==> src/rtl/core/miv_pkg.sv <==
// ----------------------------------------------------------------------------
// miv_pkg
// Shared types and constants for the extended Euclid modular inverse block.
// ----------------------------------------------------------------------------
`default_nettype none

package miv_pkg;

  localparam int unsigned FIELD_W = 63;

  typedef struct packed {
    logic [FIELD_W-1:0] value;
    logic [FIELD_W-1:0] modulus;
  } miv_in_t;

  typedef struct packed {
    logic [FIELD_W-1:0] inverse;
    logic [FIELD_W-1:0] common_divisor;
    logic               invertible;
  } miv_out_t;

  typedef enum logic [1:0] {
    ST_IDLE,
    ST_CHECK,
    ST_STEP,
    ST_REDUCE
  } miv_state_e;

endpackage

`default_nettype wire

==> src/rtl/core/miv_divider.sv <==
// ----------------------------------------------------------------------------
// miv_divider
// Iterative restoring divider, one quotient bit per cycle, that also builds
// the product of the quotient and a multiplicand by shift and add.
// ----------------------------------------------------------------------------
`default_nettype none

module miv_divider #(
  parameter int unsigned W  = 63,
  parameter int unsigned CW = W + 1
) (
  input  wire logic          clk_i,
  input  wire logic          rst_ni,
  input  wire logic          start_i,
  input  wire logic [W-1:0]  dividend_i,
  input  wire logic [W-1:0]  divisor_i,
  input  wire logic [CW-1:0] mult_i,
  output logic               done_o,
  output logic [W-1:0]       rem_o,
  output logic [CW-1:0]      prod_o
);

  localparam int unsigned CNT_W = $clog2(W + 1);

  logic             busy_q, busy_d;
  logic             done_q, done_d;
  logic [CNT_W-1:0] cnt_q, cnt_d;
  logic [W-1:0]     rem_q, rem_d;
  logic [W-1:0]     dvd_q, dvd_d;
  logic [W-1:0]     den_q, den_d;
  logic [CW-1:0]    mult_q, mult_d;
  logic [CW-1:0]    prod_q, prod_d;

  logic [W:0] trial;
  logic [W:0] diff;
  logic       ge;

  assign trial = {rem_q, dvd_q[W-1]};
  assign diff  = trial - {1'b0, den_q};
  assign ge    = trial >= {1'b0, den_q};

  always_comb begin
    busy_d = busy_q;
    done_d = 1'b0;
    cnt_d  = cnt_q;
    rem_d  = rem_q;
    dvd_d  = dvd_q;
    den_d  = den_q;
    mult_d = mult_q;
    prod_d = prod_q;
    if (start_i) begin
      busy_d = 1'b1;
      cnt_d  = CNT_W'(W);
      rem_d  = '0;
      dvd_d  = dividend_i;
      den_d  = divisor_i;
      mult_d = mult_i;
      prod_d = '0;
    end else if (busy_q) begin
      // quotient bits arrive msb first, so the product is built horner style
      rem_d  = ge ? diff[W-1:0] : trial[W-1:0];
      dvd_d  = dvd_q << 1;
      prod_d = (prod_q << 1) + (ge ? mult_q : '0);
      cnt_d  = cnt_q - 1'b1;
      if (cnt_q == CNT_W'(1)) begin
        busy_d = 1'b0;
        done_d = 1'b1;
      end
    end
  end

  always_ff @(posedge clk_i or negedge rst_ni) begin
    if (!rst_ni) begin
      busy_q <= 1'b0;
      done_q <= 1'b0;
      cnt_q  <= '0;
    end else begin
      busy_q <= busy_d;
      done_q <= done_d;
      cnt_q  <= cnt_d;
    end
  end

  always_ff @(posedge clk_i) begin
    rem_q  <= rem_d;
    dvd_q  <= dvd_d;
    den_q  <= den_d;
    mult_q <= mult_d;
    prod_q <= prod_d;
  end

  assign done_o = done_q;
  assign rem_o  = rem_q;
  assign prod_o = prod_q;

  // remainder left by a finished division is below the divisor
  a_rem_below_div: assert property (@(posedge clk_i) disable iff (!rst_ni)
    done_q |-> rem_q < den_q)
    else $error("divider remainder not below divisor");

  // done follows the last bit step only
  a_done_after_busy: assert property (@(posedge clk_i) disable iff (!rst_ni)
    done_q |-> $past(busy_q))
    else $error("divider done without a running division");

  // the counter never runs out while busy
  a_cnt_nonzero: assert property (@(posedge clk_i) disable iff (!rst_ni)
    busy_q |-> cnt_q != '0)
    else $error("divider bit counter empty while busy");

endmodule

`default_nettype wire

==> src/rtl/core/modular_inverse_ext_euclid.sv <==
// ----------------------------------------------------------------------------
// modular_inverse_ext_euclid
// Modular inverse of value modulo modulus by the extended Euclidean algorithm.
// ----------------------------------------------------------------------------
// An item is taken when start is high and busy is low; busy then stays high
// until the cycle in which the result is shown, and a new item may already be
// taken in that cycle. The result appears on result_o for exactly one cycle
// with done_o high, and the receiver must take it then, as it cannot stall.
// Each Euclid step runs one pass of the shared bit-serial divider, which
// yields the remainder and the quotient times the current coefficient
// together; a final pass of the same divider reduces the coefficient modulo
// the modulus. A zero modulus skips the final pass and returns inverse 0
// with the gcd equal to value and invertible low.
// ----------------------------------------------------------------------------
`default_nettype none

module modular_inverse_ext_euclid
  import miv_pkg::*;
#(
  parameter int unsigned OPERAND_BITS = 63
) (
  input  wire logic     clk_i,
  input  wire logic     rst_ni,
  input  wire logic     start,
  output logic          busy,
  input  wire miv_in_t  item_i,
  output logic          done_o,
  output miv_out_t      result_o
);

  localparam int unsigned W  = OPERAND_BITS;
  // coefficients stay within +-2^W, one sign bit on top covers them
  localparam int unsigned CW = W + 1;

  miv_state_e state_q, state_d;

  // euclid pair and bezout coefficients of value
  logic [W-1:0]  num_q, num_d;
  logic [W-1:0]  den_q, den_d;
  logic [W-1:0]  mod_q, mod_d;
  logic [CW-1:0] co_q, co_d;
  logic [CW-1:0] cn_q, cn_d;

  logic     done_q, done_d;
  miv_out_t res_q, res_d;

  // shared divider hookup
  logic          div_start;
  logic [W-1:0]  div_dividend;
  logic [W-1:0]  div_divisor;
  logic [CW-1:0] div_mult;
  logic          div_done;
  logic [W-1:0]  div_rem;
  logic [CW-1:0] div_prod;

  // magnitude of the final coefficient for the modulo reduction
  logic [CW-1:0] co_neg;
  logic          co_sign;
  logic [W-1:0]  co_mag;
  logic [W-1:0]  lifted;

  assign co_neg  = -co_q;
  assign co_sign = co_q[CW-1];
  assign co_mag  = co_sign ? co_neg[W-1:0] : co_q[W-1:0];
  // negative coefficient with nonzero remainder gets lifted by the modulus
  assign lifted  = (co_sign && div_rem != '0) ? (mod_q - div_rem) : div_rem;

  miv_divider #(
    .W  (W),
    .CW (CW)
  ) u_div (
    .clk_i      (clk_i),
    .rst_ni     (rst_ni),
    .start_i    (div_start),
    .dividend_i (div_dividend),
    .divisor_i  (div_divisor),
    .mult_i     (div_mult),
    .done_o     (div_done),
    .rem_o      (div_rem),
    .prod_o     (div_prod)
  );

  always_comb begin
    state_d      = state_q;
    num_d        = num_q;
    den_d        = den_q;
    mod_d        = mod_q;
    co_d         = co_q;
    cn_d         = cn_q;
    done_d       = 1'b0;
    res_d        = res_q;
    div_start    = 1'b0;
    div_dividend = num_q;
    div_divisor  = den_q;
    div_mult     = cn_q;
    case (state_q)
      ST_IDLE: begin
        if (start) begin
          // operands are masked to the configured width
          num_d   = item_i.modulus[W-1:0];
          mod_d   = item_i.modulus[W-1:0];
          den_d   = item_i.value[W-1:0];
          co_d    = '0;
          cn_d    = CW'(1);
          state_d = ST_CHECK;
        end
      end
      ST_CHECK: begin
        if (den_q == '0) begin
          if (mod_q == '0) begin
            // zero modulus: no reduction, gcd is value
            res_d.inverse        = '0;
            res_d.common_divisor = FIELD_W'(num_q);
            res_d.invertible     = 1'b0;
            done_d               = 1'b1;
            state_d              = ST_IDLE;
          end else begin
            // final pass: coefficient magnitude modulo the modulus
            div_start    = 1'b1;
            div_dividend = co_mag;
            div_divisor  = mod_q;
            state_d      = ST_REDUCE;
          end
        end else begin
          // one euclid step: num / den with quotient times cn on the side
          div_start = 1'b1;
          state_d   = ST_STEP;
        end
      end
      ST_STEP: begin
        if (div_done) begin
          num_d   = den_q;
          den_d   = div_rem;
          co_d    = cn_q;
          cn_d    = co_q - div_prod;
          state_d = ST_CHECK;
        end
      end
      ST_REDUCE: begin
        if (div_done) begin
          res_d.inverse        = FIELD_W'(lifted);
          res_d.common_divisor = FIELD_W'(num_q);
          res_d.invertible     = (num_q == W'(1));
          done_d               = 1'b1;
          state_d              = ST_IDLE;
        end
      end
      default: begin
        state_d = ST_IDLE;
      end
    endcase
  end

  always_ff @(posedge clk_i or negedge rst_ni) begin
    if (!rst_ni) begin
      state_q <= ST_IDLE;
      done_q  <= 1'b0;
    end else begin
      state_q <= state_d;
      done_q  <= done_d;
    end
  end

  // payload registers, no reset needed
  always_ff @(posedge clk_i) begin
    num_q <= num_d;
    den_q <= den_d;
    mod_q <= mod_d;
    co_q  <= co_d;
    cn_q  <= cn_d;
    res_q <= res_d;
  end

  assign busy     = (state_q != ST_IDLE);
  assign done_o   = done_q;
  assign result_o = res_q;

  // an invertible result always carries gcd one
  a_inv_gcd_one: assert property (@(posedge clk_i) disable iff (!rst_ni)
    done_q && res_q.invertible |-> res_q.common_divisor == FIELD_W'(1))
    else $error("invertible flagged with gcd other than one");

  // a reduced inverse lies below a nonzero modulus
  a_inv_in_range: assert property (@(posedge clk_i) disable iff (!rst_ni)
    done_q && mod_q != '0 |-> res_q.inverse < FIELD_W'(mod_q))
    else $error("inverse not reduced below modulus");

  // an accepted item keeps the block busy on the next cycle
  a_accept_busy: assert property (@(posedge clk_i) disable iff (!rst_ni)
    start && !busy |=> busy)
    else $error("item accepted but block not busy");

  // the shared divider is only started from the check state
  a_div_start: assert property (@(posedge clk_i) disable iff (!rst_ni)
    div_start |-> state_q == ST_CHECK && (den_q != '0 || mod_q != '0))
    else $error("divider started outside the check state");

endmodule

`default_nettype wire
==> config.mk <==
export PLATFORM = sky130hd
export DESIGN_NAME = modular_inverse_ext_euclid
export DESIGN_NICKNAME = d
export VERILOG_FILES = /design/src/rtl/core/miv_pkg.sv /design/src/rtl/core/miv_divider.sv /design/src/rtl/core/modular_inverse_ext_euclid.sv
export SDC_FILE = /design/constraint.sdc
export NUM_CORES = 2
export LEC_CHECK = 0
export BUFFER_PORTS_ARGS = -buffer_cell sky130_fd_sc_hd__buf_4
export CAP_MARGIN = 20
export CORE_ASPECT_RATIO = 1.4
export CORE_MARGIN = 5
export CORE_UTILIZATION = 55
export DETAILED_ROUTE_END_ITERATION = 8
export PLACE_DENSITY = 0.73
export SLEW_MARGIN = 25
export SYNTH_ARGS = -nofsm -noshare
export SYNTH_HDL_FRONTEND = slang
export SYNTH_SLANG_ARGS = --single-unit
==> constraint.sdc <==
create_clock -name clk_i -period 16.9 [get_ports clk_i]
set_input_delay 0.845 -clock clk_i [delete_from_list [all_inputs] [get_ports clk_i]]
set_output_delay 0.845 -clock clk_i [all_outputs]
set_load 0.01 [all_outputs]
Yosys cells after proc, flatten, opt, wreduce, memory -nomap -nowiden
Index checks and enable logic that the tools add are counted.
Widths: inputs -> output; s select.
- add/sub/neg operators: 6
- $lt $le $gt $ge: 1
- eq/ne operators: 10
- multiplexer cells: 49
- reductions and logical operators: 13
- operator list (kind ; count):
    $mux 63 ; 15
    $mux 127 ; 3
    $mux 64 ; 5
    $pmux 64 s2 ; 2
    $pmux 127 s2 ; 1
    $pmux 63 s2 ; 2
    $logic_not 63->1 ; 2
    $sub 63x63->63 ; 2
    $add 64x64->64 ; 1
    $ge 64x63->1 ; 1
    $sub 64x64->64 ; 1
    $eq 63x1->1 const B ; 1
    $neg 63->63 ; 1
    $reduce_bool 63->1 ; 1
    $mux 1 ; 12
    $mux 6 ; 2
    $mux 2 ; 5
    $pmux 2 s4 ; 1
    $reduce_bool 2->1 ; 4
    $eq 6x1->1 const B ; 1
    $ne 2x2->1 const B ; 3
    $reduce_and 3->1 ; 2
    $sub 6x1->6 const B ; 1
    $eq 2x2->1 const B ; 2
    7 further kinds ; 8
- register bits after elaboration: 772
- input bits: 129
- output and inout bits: 129
- logic and storage cells: 97

Depth between registers and ports, before layout
- word-level depth: 6
- depth in mapped cells: 27
- gate-level depth less buffers: 25

By module
Synthesis repeated with hierarchy kept, for this count alone.
- cell total of the unflattened synthesis: 4863
- area, all modules: 47030.1 um^2
- modules (own cells, without submodules) (module ; instances ; cells an instance ; area each (um^2) ; seq. area each (um^2)):
    modular_inverse_ext_euclid ; 1 ; 2814 ; 27375.0 ; 13407.9
    miv_divider ; 1 ; 2049 ; 19655.1 ; 8448.1

Worst setup path before layout
Ideal clock, no wire load.
- kind: input port to flip-flop
- from: in start
- to: reg cn_q[0] (enable)
- setup time: 0.873 ns
- arrival time: 11.445 ns
- required time: 16.027 ns
- path slack: 4.582 ns
- stages on the path: 2
- buffers on the path: 0
- cell sequence: mux2i_1 > nor2_1
- longest elaborated chain between the ends: 2
- ends and longest elaborated chain (element ; RTL line ; RTL):
    from (decl) ; modular_inverse_ext_euclid.sv:24 ; input wire logic start,
    $ne 2x2->1 (no source line) ; - ;
    $reduce_and 3->1 (no source line) ; - ;
    to (signal assigned) ; modular_inverse_ext_euclid.sv:170 ; cn_q <= cn_d;
    to (decl) ; modular_inverse_ext_euclid.sv:42 ; logic [CW-1:0] cn_q, cn_d;
No other way between the ends.
A chain may end at the register's enable or synchronous reset.

Worst setup path in the final report
- from: reg u_div.rem_q[1] (netlist: u_div.rem_o[1])
- to: reg u_div.prod_q[63] (netlist: u_div.prod_o[63])
- longest elaborated chain between the ends: 3
- ends and longest elaborated chain (element ; RTL line ; RTL):
    from (decl) ; miv_divider.sv:28 ; logic [W-1:0] rem_q, rem_d;
    from (signal assigned) ; miv_divider.sv:85 ; rem_q <= rem_d;
    $ge 64x63->1 ; miv_divider.sv:40 ; assign ge = trial >= {1'b0, den_q};
    $mux 64 ; miv_divider.sv:63 ; prod_d = (prod_q << 1) + (ge ? mult_q : '0);
    $add 64x64->64 ; miv_divider.sv:63 ;
    to (signal assigned) ; miv_divider.sv:89 ; prod_q <= prod_d;
    to (decl) ; miv_divider.sv:32 ; logic [CW-1:0] prod_q, prod_d;
No other way between the ends.

==> run metrics <==
status complete, no violations; dpl hpwl 115300 um; H-tree levels 3; syn_nets 5226; sequential power share 0.508; GRT overflow 0; pwr dens 78.54 mW/mm2; met1 Track Usage GR 0.4069; Slew Limit Headroom 0.2032; post-CTS sizing 0; DR iter-0 viols 3792; pre-CTS setup slack 9.484 ns; Clk Latency, worst-skew pair 0.65 ns; Max Cap Viol 0; worst-path fanout max 71; #FFs+latches synth 772; Seq/Total Area, Yosys 0.4748; Total Wirelength 154300 um; total number of vias 38840; worst min path class in -> async; nets 5376; met2 Use GR 0.5578; crit path cell chain ha_1, nor2b_1, o31a_1, o21ai_0, o21a_1, o31a_1, a2111oi_0, o311ai_0, nand2_4, and2_1, ha_1, fa_1, a211oi_1, o21ai_0, a22oi_1, o22ai_1, o21ai_0, a21oi_1, nor2_1, a41o_1, o21ai_0, xor2_1, a21oi_1; Max Clock Freq 0.1323 GHz; vias in the first global route 37730; largest area contributor in the netlist edfxtp_1; switching pwr 0.9045 mW; GPL Wtd Cong 0.9893; CP Data Arrival Time 8.06 ns; initial antenna violation count 5; gate count after technology mapping 4840; Final Cell Area 0.05145 mm2; Worst-path clk slew 0.07 ns; WHS 0.03276 ns; most frequent cells after synthesis edfxtp_1, nand2_1, a21oi_1, nor2_1, o21ai_0; CTS Buf Count 79; Post-Syn Area 0.04603 mm2; CTS Hold Bufs 0; Internal 3.136 mW; DRC 0; Synth Flop Type edfxtp_1; kind of critical path reg -> reg; final setup fails 0; Final Total Pwr 4.041 mW; clock network power share 0.446; drt wl/cell 25.15 um; GR peak layer met2; Total GRT Usage 0.3294; clk buf depth 3; setup TNS 0 ns; Placed Area 0.04886 mm2; met3 GRT Util 0.04736; Post-synth EDFFs 634; layout cells sized above 1 0.09219; CP required 17.40 ns; post-CTS setup buffer count 0; CP Launch Type flop; first-pass GRT wire length 226900 um; dominant cells by area after synthesis edfxtp_1, ha_1, dfxtp_1; RSZ-0062 raised after global routing no; core area 0.08305 mm2; r2r setup slk 9.34 ns; clk_skew 0.02422 ns; Post-synth ARST share 0.01425; Critical Path Most Common Cell o21ai_0; number of buffers added on ports 257; fin crit share 0.4474; root buffer cell clkbuf_16; final hold viol count 0; Slew @ Worst Pin 1.185 ns; Yosys Warn Count 0; VDD IR max 88.46 uV; CP endpoint kind flop; P_leak 20.69 nW; Reg area 0.02186 mm2; Die Area 0.08965 mm2; I/O Pins 258; Die Ht 352.3 um; largest net degree at the start of global routing 136; # fillers 7038; Cell variety after synth 83; count leader, synth edfxtp_1; Logic pwr share 0.045; die width 254.5 um; min Tclk post-route 7.561 ns; CP peak stage delay 0.71 ns; PnR worst setup slack 9.339 ns; Slowest cell on crit path o311ai_0; final-report max-slew violation count 0; Final ANT Viol Nets 0; Avg Vias per Cell 6.330; Multi-input gate area 0.02231 mm2; CTS tree built; Switching Fraction 0.2238; Pre-Repair DR Iteration Count 6; CTS sink cnt 772; Starting Density 0.5542; share of Yosys cell area claimed by the top area cell type 0.4136; Layout area overhead 11.78%; # rows 125; syn avg cell area 9.510 um2
layout make-up:
class	instances	area share
clock inverters	45	0.009023
well taps	1079	0.02624
inverters	286	0.02101
repair buffers	300	0.04378
multi-input cells	3551	0.4337
clock buffers	101	0.04127
diodes	2	0.00009728
flip-flops and latches	772	0.4249
path summary, 6_finish.rpt:
check                                    to      startpoint  depth (start not counted)
max                        u_div.prod_o[63]  u_div.rem_o[1]                         23
max reg2reg                u_div.prod_o[63]  u_div.rem_o[1]                         23
min in group clk_i                mod_q[57]      item_i[57]                          1
min reg2reg                u_div.mult_q[20]        cn_q[20]                          0
max in group asynchronous      u_div.busy_q          rst_ni                          1
min                              state_q[0]          rst_ni                          1
power by group through the flow:
stage	Sequential [mW]	Clock, mW	Combinational, mW
after floorplan	2.09	0	0.111
after global placement	2.09	0	0.179
after detailed placement	2.09	0	0.178
after CTS	2.05	1.82	0.180
after global routing	2.05	1.90	0.197
final	2.05	1.80	0.183
logic make-up after synthesis:
family / share of synthesized area
xor gates and xnor gates: 0.05214
muxes: 0.01177
DFF: 0.4748
and+or+nand+nor: 0.1546
adders and majority gates: 0.07051
buffers and inverters: 0.04241
AOI/OAI and AO/OA: 0.1937
state kept, by name, summed over array words and instances (netlist names), 64 cells and up:
register / cells
u_div.mult_q: 64
cn_q: 64
u_div.prod_o: 64
result_o: 127
co_q: 64
worst max-delay path, delay by kind of cell, from the launching register on:
| kind | cells | cell delay [ns] |
|---|---|---|
| compound gates | 15 | 4.35 |
| xor+xnor | 1 | 0.16 |
| simple gates | 4 | 1.41 |
| flops | 1 | 0.49 |
| fa+ha+maj | 3 | 0.98 |
cell usage in the layout (no fill, tap or decap), drive strengths merged, types with 12 or more instances in the layout:
cell type,n
a211oi,41
mux2i,53
clkbuf,101
o21a,35
xnor2,175
a21boi,16
a21o,205
nor4,81
o31a,13
and2,145
nor2,390
nand4,74
or2,14
buf,300
nor3,48
xor2,99
o41ai,12
a21oi,433
a31oi,56
nand3,54
a311oi,17
clkinv,26
ha,253
nand2,596
o21bai,54
o22ai,72
and3,17
edfxtp,634
o211ai,19
nand2b,30
o21ai,326
nor2b,22
and4,12
or3,23
o31ai,41
dfxtp,127
or4,13
inv,291
through the flow:
stage          utilization  std cells
6_report            0.6195       6136
5_1_grt             0.6194       6134
4_1_cts             0.6194       6134
3_5_place_dp        0.5883       5988
3_3_place_gp        0.5883       5988
2_1_floorplan            -       4840
routing by layer:
metal / wire length [um] / vias up
met5: 20 / -
met4: 9795 / 4
met3: 11760 / 370
met2: 75030 / 1763
met1: 57700 / 18810
li1: - / 17900
(Power assumes the default switching activity.)
